File: config.mk
export PLATFORM = sky130hd
export DESIGN_NAME = lz77_rle_block_decompressor_core
export DESIGN_NICKNAME = d
export VERILOG_FILES = /design/src/hw/rtl/lzrle_pkg.sv /design/src/hw/rtl/lzrle_ram.sv /design/src/hw/rtl/lz77_rle_block_decompressor_core.sv
export SDC_FILE = /design/constraint.sdc
export NUM_CORES = 2
export LEC_CHECK = 0
export BUFFER_PORTS_ARGS = -buffer_cell sky130_fd_sc_hd__buf_4
export CAP_MARGIN = 15
export CORE_ASPECT_RATIO = 0.8
export CORE_MARGIN = 10
export CORE_UTILIZATION = 55
export DETAILED_ROUTE_END_ITERATION = 8
export PLACE_DENSITY = 0.82
export SLEW_MARGIN = 0
export SYNTH_ARGS = -nofsm -noshare
export SYNTH_HDL_FRONTEND = slang
export SYNTH_SLANG_ARGS = --single-unit
File: constraint.sdc
create_clock -name clk -period 10.85 [get_ports clk]
set_clock_uncertainty 0.1 [all_clocks]
set_input_delay 1.085 -clock clk [delete_from_list [all_inputs] [get_ports clk]]
set_output_delay 1.085 -clock clk [all_outputs]
set_load 0.01 [all_outputs]
File: src/hw/rtl/lzrle_pkg.sv
// ----------------------------------------------------------------------------
// LZ77/RLE block decompressor package
// Shared types and constants: the block parser phases, the result status
// codes and the header layout.
// ----------------------------------------------------------------------------
package lzrle_pkg;

  // Default history depth in bytes.
  localparam int WINDOW_DEPTH_DEF = 256;

  // Header byte layout.
  localparam int LIT_FIELD_W  = 3;
  localparam int COPY_BIT     = 3;
  localparam int RUN_FIELD_LO = 4;
  localparam int RUN_FIELD_W  = 4;

  // A copy moves two bytes more than its run count says.
  localparam logic [8:0] COPY_RUN_BIAS = 9'd2;

  // Result status codes.
  localparam logic [1:0] ST_OK       = 2'd0;
  localparam logic [1:0] ST_BAD_DIST = 2'd1;
  localparam logic [1:0] ST_REFUSED  = 2'd2;

  // Block parser phase.
  typedef enum logic [2:0] {
    PH_HEADER,
    PH_LITCOUNT,
    PH_RUNCOUNT,
    PH_LITERALS,
    PH_DISTANCE,
    PH_RUN
  } phase_t;

endpackage

File: src/hw/rtl/lzrle_ram.sv
// ----------------------------------------------------------------------------
// Generic simple dual-port RAM
// One write port and one read port, registered read data. A read of the
// address written in the same cycle returns the old contents.
// ----------------------------------------------------------------------------
module lzrle_ram #(
  parameter int WIDTH = 8,
  parameter int DEPTH = 256
) (
  input  logic                     clk,
  input  logic                     we,
  input  logic [$clog2(DEPTH)-1:0] waddr,
  input  logic [WIDTH-1:0]         wdata,
  input  logic                     re,
  input  logic [$clog2(DEPTH)-1:0] raddr,
  output logic [WIDTH-1:0]         rdata
);

  logic [WIDTH-1:0] mem [DEPTH];

  // Write port.
  always_ff @(posedge clk) begin
    if (we) begin
      mem[waddr] <= wdata;
    end
  end

  // Registered read port; the data holds while no read is issued.
  always_ff @(posedge clk) begin
    if (re) begin
      rdata <= mem[raddr];
    end
  end

endmodule

File: src/hw/rtl/lz77_rle_block_decompressor_core.sv
// ----------------------------------------------------------------------------
// LZ77/RLE block decompressor core
// Parses a byte-oriented block stream (header, counts, literals, then a
// back-reference copy or a zero run) and produces decompressed bytes.
// ----------------------------------------------------------------------------
// Usage:
//   The input stream carries one word per compressed byte (in_tuser = 0) or
//   per pull tick (in_tuser = 1). Literal bytes come out as they arrive;
//   each pull tick during a run or copy returns one run byte. Header, count
//   and distance bytes, and pull ticks with no run pending, give no output.
//   The output stream carries the byte, its status and tlast, which marks
//   the final byte of the block that reaches output_size.
//   cfg_data writes output_size; write it only while the block is idle.
//   A result word is registered in stage 2 and then in the output register
//   before its output handshake. Throughput: one input word per cycle while
//   the receiver does not stall, set by the single history read port, with
//   the byte written in the previous cycle forwarded around the RAM.
//   Reset clears the parser and the byte counter; the history RAM is not
//   cleared, since a valid copy only reads bytes already written.
//   When the receiver stalls, one result waits in the output register and
//   one more in the stage behind it; after that in_tready drops.
// ----------------------------------------------------------------------------
module lz77_rle_block_decompressor_core
  import lzrle_pkg::*;
#(
  parameter int WINDOW_DEPTH = WINDOW_DEPTH_DEF
) (
  input  logic        clk,
  input  logic        rst_n,
  // Configuration: output_size.
  input  logic        cfg_valid,
  output logic        cfg_ready,
  input  logic [31:0] cfg_data,
  // Input stream.
  input  logic        in_tvalid,
  output logic        in_tready,
  input  logic [7:0]  in_tdata,   // [7:0] data_byte
  input  logic        in_tuser,   // [0] mode
  // Output stream.
  output logic        out_tvalid,
  input  logic        out_tready,
  output logic [7:0]  out_tdata,  // [7:0] out_byte
  output logic [1:0]  out_tuser,  // [1:0] status
  output logic        out_tlast   // last
);

  localparam int AW = $clog2(WINDOW_DEPTH);
  localparam logic [AW-1:0] POS_LAST = AW'(WINDOW_DEPTH - 1);
  localparam logic [AW-1:0] POS_SPAN = AW'(WINDOW_DEPTH);

  // Phase after the counts are known.
  function automatic phase_t count_phase(input logic [7:0] lits, input logic copy,
                                         input logic [8:0] run);
    phase_t ph;
    if (lits != 8'd0) begin
      ph = PH_LITERALS;
    end else if (copy) begin
      ph = PH_DISTANCE;
    end else if (run != 9'd0) begin
      ph = PH_RUN;
    end else begin
      ph = PH_HEADER;
    end
    return ph;
  endfunction

  // Parser state.
  phase_t      phase_r, phase_nxt;
  logic        copy_r, copy_nxt;
  logic [3:0]  runf_r, runf_nxt;
  logic [7:0]  lits_r, lits_nxt;
  logic [8:0]  run_r, run_nxt;
  logic [7:0]  dist_r, dist_nxt;
  logic [31:0] bw_r, bw_nxt;
  logic [AW-1:0] wr_pos_r, wr_pos_nxt;
  logic [31:0] output_size_r;

  // Stage 2: waits for the registered history read.
  logic          s2_valid_r;
  logic [7:0]    s2_byte_r;
  logic [1:0]    s2_status_r;
  logic          s2_last_r;
  logic          s2_from_ram_r;
  logic          s2_fwd_r;
  logic          s2_wr_r;
  logic [AW-1:0] s2_addr_r;
  logic [7:0]    last_byte_r;

  // Output register.
  logic       out_valid_r;
  logic [7:0] out_byte_r;
  logic [1:0] out_status_r;
  logic       out_last_r;

  // Accept-side signals.
  logic          acc;
  logic          s2_adv;
  logic          done;
  logic          emit;
  logic [31:0]   bw_inc;
  logic [AW-1:0] rd_addr;
  logic          res_valid;
  logic [7:0]    res_byte;
  logic [1:0]    res_status;
  logic          res_last;
  logic          res_from_ram;
  logic          res_wr;
  logic          res_fwd;
  logic          bad_dist;
  logic          run_ends;
  logic          lit_ends;
  logic [7:0]    s2_value;
  logic [7:0]    ram_rdata;
  logic          ram_we;

  // Handshakes.
  assign cfg_ready = 1'b1;
  assign s2_adv    = !out_valid_r || out_tready;
  assign in_tready = !s2_valid_r || s2_adv;
  assign acc       = in_tvalid && in_tready;

  // Shared helpers for the accept decision.
  assign done     = (phase_r == PH_HEADER) && (bw_r >= output_size_r);
  assign bw_inc   = (bw_r == 32'hFFFF_FFFF) ? bw_r : bw_r + 32'd1;
  assign rd_addr  = (wr_pos_r >= AW'(dist_r)) ? wr_pos_r - AW'(dist_r)
                                              : wr_pos_r + POS_SPAN - AW'(dist_r);
  assign bad_dist = (dist_r == 8'd0) || ({24'd0, dist_r} > bw_r);
  assign run_ends = (run_r == 9'd1);
  assign lit_ends = (lits_r == 8'd1) && !copy_r && (run_r == 9'd0);

  // Counters and the result of the accepted word.
  always_comb begin
    copy_nxt     = copy_r;
    runf_nxt     = runf_r;
    lits_nxt     = lits_r;
    run_nxt      = run_r;
    dist_nxt     = dist_r;
    emit         = 1'b0;
    res_valid    = 1'b0;
    res_byte     = 8'd0;
    res_status   = ST_OK;
    res_last     = 1'b0;
    res_from_ram = 1'b0;
    if (acc) begin
      if (in_tuser) begin
        // Pull tick: one run or copy byte.
        if (phase_r == PH_RUN) begin
          run_nxt      = run_r - 9'd1;
          emit         = 1'b1;
          res_valid    = 1'b1;
          res_status   = (copy_r && bad_dist) ? ST_BAD_DIST : ST_OK;
          res_from_ram = copy_r && !bad_dist;
          res_last     = run_ends && (bw_inc >= output_size_r);
        end
      end else if (done || phase_r == PH_RUN) begin
        // Byte mid-run or after the end of the job.
        res_valid  = 1'b1;
        res_status = ST_REFUSED;
      end else begin
        unique case (phase_r)
          PH_HEADER: begin
            copy_nxt = in_tdata[COPY_BIT];
            runf_nxt = in_tdata[RUN_FIELD_LO +: RUN_FIELD_W];
            lits_nxt = {5'd0, in_tdata[LIT_FIELD_W-1:0]} - 8'd1;
            if (in_tdata[LIT_FIELD_W-1:0] != 3'd0 && runf_nxt != 4'd0) begin
              run_nxt = {5'd0, runf_nxt} + (copy_nxt ? COPY_RUN_BIAS : 9'd0);
            end
          end
          PH_LITCOUNT: begin
            lits_nxt = in_tdata - 8'd1;
            if (runf_r != 4'd0) begin
              run_nxt = {5'd0, runf_r} + (copy_r ? COPY_RUN_BIAS : 9'd0);
            end
          end
          PH_RUNCOUNT: begin
            run_nxt = {1'b0, in_tdata} + (copy_r ? COPY_RUN_BIAS : 9'd0);
          end
          PH_LITERALS: begin
            lits_nxt  = lits_r - 8'd1;
            emit      = 1'b1;
            res_valid = 1'b1;
            res_byte  = in_tdata;
            res_last  = lit_ends && (bw_inc >= output_size_r);
          end
          PH_DISTANCE: begin
            dist_nxt = in_tdata;
          end
          default: begin
          end
        endcase
      end
    end
    bw_nxt     = emit ? bw_inc : bw_r;
    wr_pos_nxt = emit ? ((wr_pos_r == POS_LAST) ? '0 : wr_pos_r + AW'(1)) : wr_pos_r;
    res_wr     = emit;
    res_fwd    = s2_valid_r && s2_wr_r && (rd_addr == s2_addr_r);
  end

  // Parser next phase.
  always_comb begin
    phase_nxt = phase_r;
    if (acc) begin
      if (in_tuser) begin
        if (phase_r == PH_RUN && run_ends) begin
          phase_nxt = PH_HEADER;
        end
      end else if (!(done || phase_r == PH_RUN)) begin
        unique case (phase_r)
          PH_HEADER: begin
            if (in_tdata[LIT_FIELD_W-1:0] == 3'd0) begin
              phase_nxt = PH_LITCOUNT;
            end else if (runf_nxt == 4'd0) begin
              phase_nxt = PH_RUNCOUNT;
            end else begin
              phase_nxt = count_phase(lits_nxt, copy_nxt, run_nxt);
            end
          end
          PH_LITCOUNT: begin
            if (runf_r == 4'd0) begin
              phase_nxt = PH_RUNCOUNT;
            end else begin
              phase_nxt = count_phase(lits_nxt, copy_r, run_nxt);
            end
          end
          PH_RUNCOUNT: begin
            phase_nxt = count_phase(lits_r, copy_r, run_nxt);
          end
          PH_LITERALS: begin
            if (lits_nxt == 8'd0) begin
              phase_nxt = count_phase(8'd0, copy_r, run_r);
            end
          end
          PH_DISTANCE: begin
            phase_nxt = PH_RUN;
          end
          default: begin
            phase_nxt = PH_HEADER;
          end
        endcase
      end
    end
  end

  // Parser and control registers.
  always_ff @(posedge clk) begin
    if (!rst_n) begin
      phase_r       <= PH_HEADER;
      copy_r        <= 1'b0;
      runf_r        <= 4'd0;
      lits_r        <= 8'd0;
      run_r         <= 9'd0;
      dist_r        <= 8'd0;
      bw_r          <= 32'd0;
      wr_pos_r      <= '0;
      output_size_r <= 32'd0;
      s2_valid_r    <= 1'b0;
      out_valid_r   <= 1'b0;
    end else begin
      phase_r  <= phase_nxt;
      copy_r   <= copy_nxt;
      runf_r   <= runf_nxt;
      lits_r   <= lits_nxt;
      run_r    <= run_nxt;
      dist_r   <= dist_nxt;
      bw_r     <= bw_nxt;
      wr_pos_r <= wr_pos_nxt;
      if (cfg_valid && cfg_ready) begin
        output_size_r <= cfg_data;
      end
      if (in_tready) begin
        s2_valid_r <= acc && res_valid;
      end
      if (s2_adv) begin
        out_valid_r <= s2_valid_r;
      end
    end
  end

  // Stage 2 payload.
  always_ff @(posedge clk) begin
    if (acc) begin
      s2_byte_r     <= res_byte;
      s2_status_r   <= res_status;
      s2_last_r     <= res_last;
      s2_from_ram_r <= res_from_ram;
      s2_fwd_r      <= res_fwd;
      s2_wr_r       <= res_wr;
      s2_addr_r     <= wr_pos_r;
    end
  end

  // The byte a copy reads may be the one written in the previous cycle.
  assign s2_value = s2_from_ram_r ? (s2_fwd_r ? last_byte_r : ram_rdata) : s2_byte_r;
  assign ram_we   = s2_valid_r && s2_adv && s2_wr_r;

  // History write-back and the forwarding copy of the last byte written.
  always_ff @(posedge clk) begin
    if (ram_we) begin
      last_byte_r <= s2_value;
    end
  end

  // Output register payload.
  always_ff @(posedge clk) begin
    if (s2_adv && s2_valid_r) begin
      out_byte_r   <= s2_value;
      out_status_r <= s2_status_r;
      out_last_r   <= s2_last_r;
    end
  end

  // History window.
  lzrle_ram #(
    .WIDTH (8),
    .DEPTH (WINDOW_DEPTH)
  ) u_history (
    .clk   (clk),
    .we    (ram_we),
    .waddr (s2_addr_r),
    .wdata (s2_value),
    .re    (acc),
    .raddr (rd_addr),
    .rdata (ram_rdata)
  );

  assign out_tvalid = out_valid_r;
  assign out_tdata  = out_byte_r;
  assign out_tuser  = out_status_r;
  assign out_tlast  = out_last_r;

  // A run phase always has bytes left to give.
  assert property (@(posedge clk) disable iff (!rst_n)
    phase_r == PH_RUN |-> run_r != 9'd0)
    else $error("run phase with no bytes left");

  // A stalled stage-2 word is kept until the output register frees up.
  assert property (@(posedge clk) disable iff (!rst_n)
    s2_valid_r && !s2_adv |=> s2_valid_r && $stable(s2_status_r) && $stable(s2_addr_r))
    else $error("stage 2 word lost under stall");

  // A refused word is a zero byte and never ends the job.
  assert property (@(posedge clk) disable iff (!rst_n)
    out_valid_r && out_status_r == ST_REFUSED |-> !out_last_r && out_byte_r == 8'd0)
    else $error("refused word carries data or last");

  // The history write position stays inside the window.
  assert property (@(posedge clk) disable iff (!rst_n)
    wr_pos_r <= POS_LAST)
    else $error("history position outside window");

endmodule
-- Word level (Yosys, flattened, before mapping)
Memory sizes are Yosys's and may differ from the RTL's. A register that Yosys moved wholly into a read port is not among the register bits.
Cells that the tools add are included.
Widths: inputs -> output; s select.
- flip-flop bits (word level): 148
- memory bits (writable): 2048
- input port bits: 46
- logic and storage cells: 152
- memories kept: 1
- $add $sub $neg: 10
- magnitude comparators: 3
- eq/ne operators: 13
- mux-type cells: 59
- bitwise logic cells: 3
- reductions and logical operators: 41
- memory list (name ; words ; bits a word ; read ports ; clocked after memory_dff ; write ports ; line ; source):
    u_history.mem ; 256 ; 8 ; 1 ; 1 ; 1 ; lzrle_ram.sv:19 ; logic [WIDTH-1:0] mem [DEPTH];
- operator list (cell ; number):
    $ge 32x32->1 ; 2
    $mux 9 ; 6
    $mux 8 ; 6
    $mux 3 ; 15
    $add 32x1->32 const B ; 1
    $eq 32x32->1 const B ; 1
    $gt 8x32->1 ; 1
    $mux 32 ; 1
    $pmux 9 s3 ; 1
    $pmux 8 s3 ; 1
    $mux 1 ; 20
    $reduce_bool 9->1 ; 2
    $logic_not 8->1 ; 2
    $mux 4 ; 4
    $reduce_bool 8->1 ; 2
    $sub 8x1->8 const B ; 2
    $logic_and 1x1->1 ; 15
    $pmux 3 s5 ; 1
    $add 4x9->9 ; 1
    $add 8x2->9 ; 1
    $eq 9x1->1 const B ; 1
    $logic_not 9->1 ; 1
    $sub 9x1->9 const B ; 1
    $add 8x1->8 const B ; 1
    other kinds (23) ; 40

-- Depth between registers and ports, before layout
- word-level depth: 16
- depth in mapped cells: 20

-- By module
Synthesis repeated with hierarchy kept, for this count alone.
- cells, all modules: 4881
- area total of the unflattened synthesis: 89482.1 um2
- modules (own cells, without submodules) (module ; instances ; cells an instance ; area an instance (um2)):
    lzrle_ram ; 1 ; 3733 ; 79636.4
    lz77_rle_block_decompressor_core ; 1 ; 1148 ; 9845.7

-- Worst setup path before layout
OpenSTA, ideal clock, no wires.
- path type: register -> register
- from: reg s2_from_ram_r
- to: reg last_byte_r[5], data pin
- library setup time: 1589 ps
- arrival time: 7784 ps
- setup slack: 1377 ps
- stages on the path, launching flop included: 5
- path buffers: 2
- period minus slack after synthesis: 9473 ps
- cells stage by stage: edfxtp_1 -> clkbuf_1 -> clkbuf_1 -> nor2_1 -> a21oi_1
- cells in the longest elaborated chain, start to end: 1
- RTL lines (item ; line ; source):
    from (decl) ; lz77_rle_block_decompressor_core.sv:83 ; logic s2_from_ram_r;
    from (signal assigned) ; lz77_rle_block_decompressor_core.sv:285 ; s2_from_ram_r <= res_from_ram;
    $mux 8 ; lz77_rle_block_decompressor_core.sv:293 ; assign s2_value = s2_from_ram_r ? (s2_fwd_r ? last_byte_r : ram_rdata) : s2_byte_r;
    net s2_value[5] ; lz77_rle_block_decompressor_core.sv:112 ; logic [7:0] s2_value;
    to (signal assigned) ; lz77_rle_block_decompressor_core.sv:299 ; last_byte_r <= s2_value;
    to (decl) ; lz77_rle_block_decompressor_core.sv:87 ; logic [7:0] last_byte_r;
The timed path passes the listed nets, and every way through them passes these cells.
A chain may end at the register's enable or synchronous reset.

-- Final worst setup path
- from: reg wr_pos_r[0]
- to: reg u_history.rdata[7], read port of u_history.mem, data pin
- cells in the longest elaborated chain, start to end: 1
- RTL lines (item ; line ; source):
    from (decl) ; lz77_rle_block_decompressor_core.sv:75 ; logic [AW-1:0] wr_pos_r, wr_pos_nxt;
    from (signal assigned) ; lz77_rle_block_decompressor_core.sv:266 ; wr_pos_r <= wr_pos_nxt;
    $sub 8x8->8 ; lz77_rle_block_decompressor_core.sv:125, lz77_rle_block_decompressor_core.sv:126 ;
    to (decl) ; lzrle_ram.sv:16 ; output logic [WIDTH-1:0] rdata
No other way between the ends.

==> impl_results.md <==
- Register area share after synthesis: 73.2%
- Antenna violations before repair: 15
- Final hold viol count: 0
- Wirelength, routed: 235 mm
- Number of max-cap violations: 0
- Global route overflow: 0
- Layout overhead on the synthesized area: 10.1%
- Iter 0 DRT Violations: between 7,000 and 8,000
- Tot GR Track Use: 26.0%
- Final setup fails: 0
- Critical path fanouts, max: 137
- WS Path Type: flip-flop to flip-flop
- Clk slew on worst S/H paths: 70 ps
- Rows: between 100 and 150
- Worst Setup Start Kind: flip-flop
- Synth cell types: 74
- CTS buffer count: 193
- Largest net degree at the start of global routing: 251
- Yosys reg bits: 2,204
- Mapped Cells: 4,412
- Crit end category: flip-flop
- Slew headroom: around an eighth
- Ratio of cells with drive above 1 in the final layout: between 20% and 30%
- First-pass GRT wire length: 340 mm
- Die H: 380 µm
- Starting Density: 55.6%
- Die X: 470 µm
- Hold-fix buffers, CTS: 0
- Worst EP arrival: 6320 ps
- Vias in the first global route: 46,400
- Outcome: finished clean
- Synth Flop Type: edfxtp_1
- Latest clock arrival within the worst-skew pair: approximately 840 ps
- Fin Setup TNS: 0 ps
- Pre-Repair DR Iteration Count: 6
- VDD IR max: 157 µV
- Fin nets: 4,624
- Final ANT Viol Nets: 0
- Final Max Tran Viols: 0
- Tot Pwr: 16,700 µW
- Routed wire per std cell: ~35 µm
- Synth warn: 0
- Fin crit period: 5830 ps
- Htree depth: 4
- CTS Sinks: 2,204
- Clk root buf: clkbuf_16
- RSZ-0062 raised after global routing: false
- Clk buf depth: 3
- DRC: 0
- Mapped cell area: 0.0890 mm²
- Net Count, Synth: 4,553
- CTS tree: yes
- Dpl hpwl: about 130 mm
- Core ar.: 0.160 mm²
- Critical path required time: 11,330 ps
- Post-CTS Resized: 0
- Fin crit share: between 50% and 60%
- Routability congestion estimate: 0.875
- Pwr/cell area: 171 mW/mm²
- I/O Buffers: 58
- Setup Buffers After CTS: 0
- EDFF count, synth: 2,097
- Via count: 46,800
- Vias/cell: 6.91
- Die ar.: around 0.18 mm²
- Syn avg cell area: 20.2 µm²
- Hold crit path type: flip-flop to flip-flop
- Filler cells: 10,400
- Pleak: 0.0307 µW
- I/O pin cnt: 60
- F_max: roughly 0.17 GHz
- Asr flop ratio synth: 0%
- Worst Tran Pin Value: 1320 ps
==> metal layers <==
layer	share of wire [%]	vias up	GRT usage, %
met5	0.082	-	0
met4	4.9	24	10.9
met3	13	684	8.13
met2	47	3795	40.0
met1	35	24100	34.5
li1	-	18200	-
==> cells in the mapped netlist, types with 19 or more instances <==
| master | count | area, µm² |
|---|---|---|
| nor2b_1 | 28 | 175 |
| nand2_1 | 103 | 387 |
| inv_1 | 70 | 263 |
| clkbuf_1 | 144 | 541 |
| nor2_1 | 427 | 1600 |
| and2_1 | 19 | 119 |
| mux4_2 | 672 | 15100 |
| buf_2 | 60 | 300 |
| mux2i_1 | 61 | 611 |
| nand3_1 | 47 | 235 |
| xor2_1 | 35 | 307 |
| edfxtp_1 | 2097 | 63000 |
| ha_1 | 94 | 1180 |
| xnor2_1 | 53 | 464 |
| nor4_1 | 19 | 119 |
| nand4_1 | 30 | 188 |
| dfxtp_1 | 107 | 2140 |
| nor3_1 | 25 | 125 |
| buf_1 | 22 | 82.6 |
| a21oi_1 | 71 | 355 |
| o21ai_0 | 47 | 235 |
==> metrics by stage <==
step / area, µm² / setup slack (ps) / util [%] / hold WS, ps / instances
floorplan: 89000 / 1380 / - / 300 / 4412
global placement: 91800 / 5140 / 57.3 / 306 / 6412
detailed placement: 91800 / 5110 / 57.3 / 308 / 6412
CTS: 97900 / 5000 / 61.1 / 321 / 6767
global route: 97900 / 4870 / 61.2 / 328 / 6772
finish: 98000 / 5020 / 61.2 / 328 / 6776
==> registers in the layout, summed over array words and instances, names as in the netlist, 9 cells and up <==
signal,flops
output_size_r,32
u_history.mem,2048
bw_r,32
run_r,9
==> cell families after synthesis <==
group                      Yosys count  share of synthesized area (%)
DFF                               2204                           73.2
and+or+nand+nor                    767                           3.86
muxes                              737                           17.7
buffers and inverters              311                           1.47
AOI/OAI and AO/OA                  209                           1.52
adders and majority gates           95                           1.34
xor gates and xnor gates            88                          0.866
other                                1                        0.00422
==> power by group <==
| part | switching (µW) | internal (µW) | total (µW) | leakage, µW |
|---|---|---|---|---|
| combinational | 364 | 157 | 520 | 0.00794 |
| sequential | 29.8 | 9340 | 9370 | 0.0198 |
| clock | 3230 | 3600 | 6830 | 0.00296 |
| total | 3620 | 13100 | 16700 | 0.0307 |
==> cell type report <==
type / count / area [µm²] / share of cell area, %
flip-flops and latches: 2204 / 65100 / 66.5
clock inverters: 123 / 1130 / 1.16
diodes: 5 / 12.5 / 0.0128
multi-input cells: 1897 / 22700 / 23.2
inverters: 70 / 263 / 0.268
repair buffers: 117 / 1040 / 1.06
well taps: 2128 / 2660 / 2.72
clock buffers: 232 / 4990 / 5.09
==> critical path, cell delays in order (launching register included) <==
cell	delay [ps]
dfxtp_1	380
inv_1	130
ha_4	140
inv_1	40
fa_4	1180
buf_12	700
buf_12	550
mux4_2	450
mux4_2	560
mux4_2	510
nor2b_1	180
a211oi_1	300
a21oi_1	70
==> final timing paths <==
| check | cells past startpoint | slack [ps] | end | start |
|---|---|---|---|---|
| setup reg to reg | 12 | 5020 | u_history.rdata[7]$_DFFE_PP_ | wr_pos_r[0]$_SDFFE_PN0P_ |
| setup / recovery | 12 | 5020 | u_history.rdata[7]$_DFFE_PP_ | wr_pos_r[0]$_SDFFE_PN0P_ |
| hold / removal | 0 | 330 | out_tuser[0]$_DFFE_PP_ | s2_status_r[0]$_SDFFCE_PN0P_ |
| hold reg to reg | 0 | 330 | out_tuser[0]$_DFFE_PP_ | s2_status_r[0]$_SDFFCE_PN0P_ |
==> cells in the final DEF (no fill, tap or decap), types with 10 or more instances in the layout <==
cell	n
edfxtp_1	2097
xnor2_1	50
a21o_1	14
clkinv_2	36
clkbuf_16	193
mux2i_1	61
o21ai_0	46
buf_4	104
nor3_1	25
nor4_1	18
xor2_1	34
a21oi_1	63
and3_1	10
clkinvlp_4	12
ha_1	93
mux4_2	672
a211oi_1	15
clkinv_1	46
nand3_1	43
dfxtp_1	107
nand2b_1	15
nand2_1	95
nor2_1	426
inv_1	68
or3_1	16
bufinv_16	12
buf_12	11
nor2b_1	28
and2_1	19
nand4_1	30
clkbuf_1	38
(Power assumes the default switching activity.)
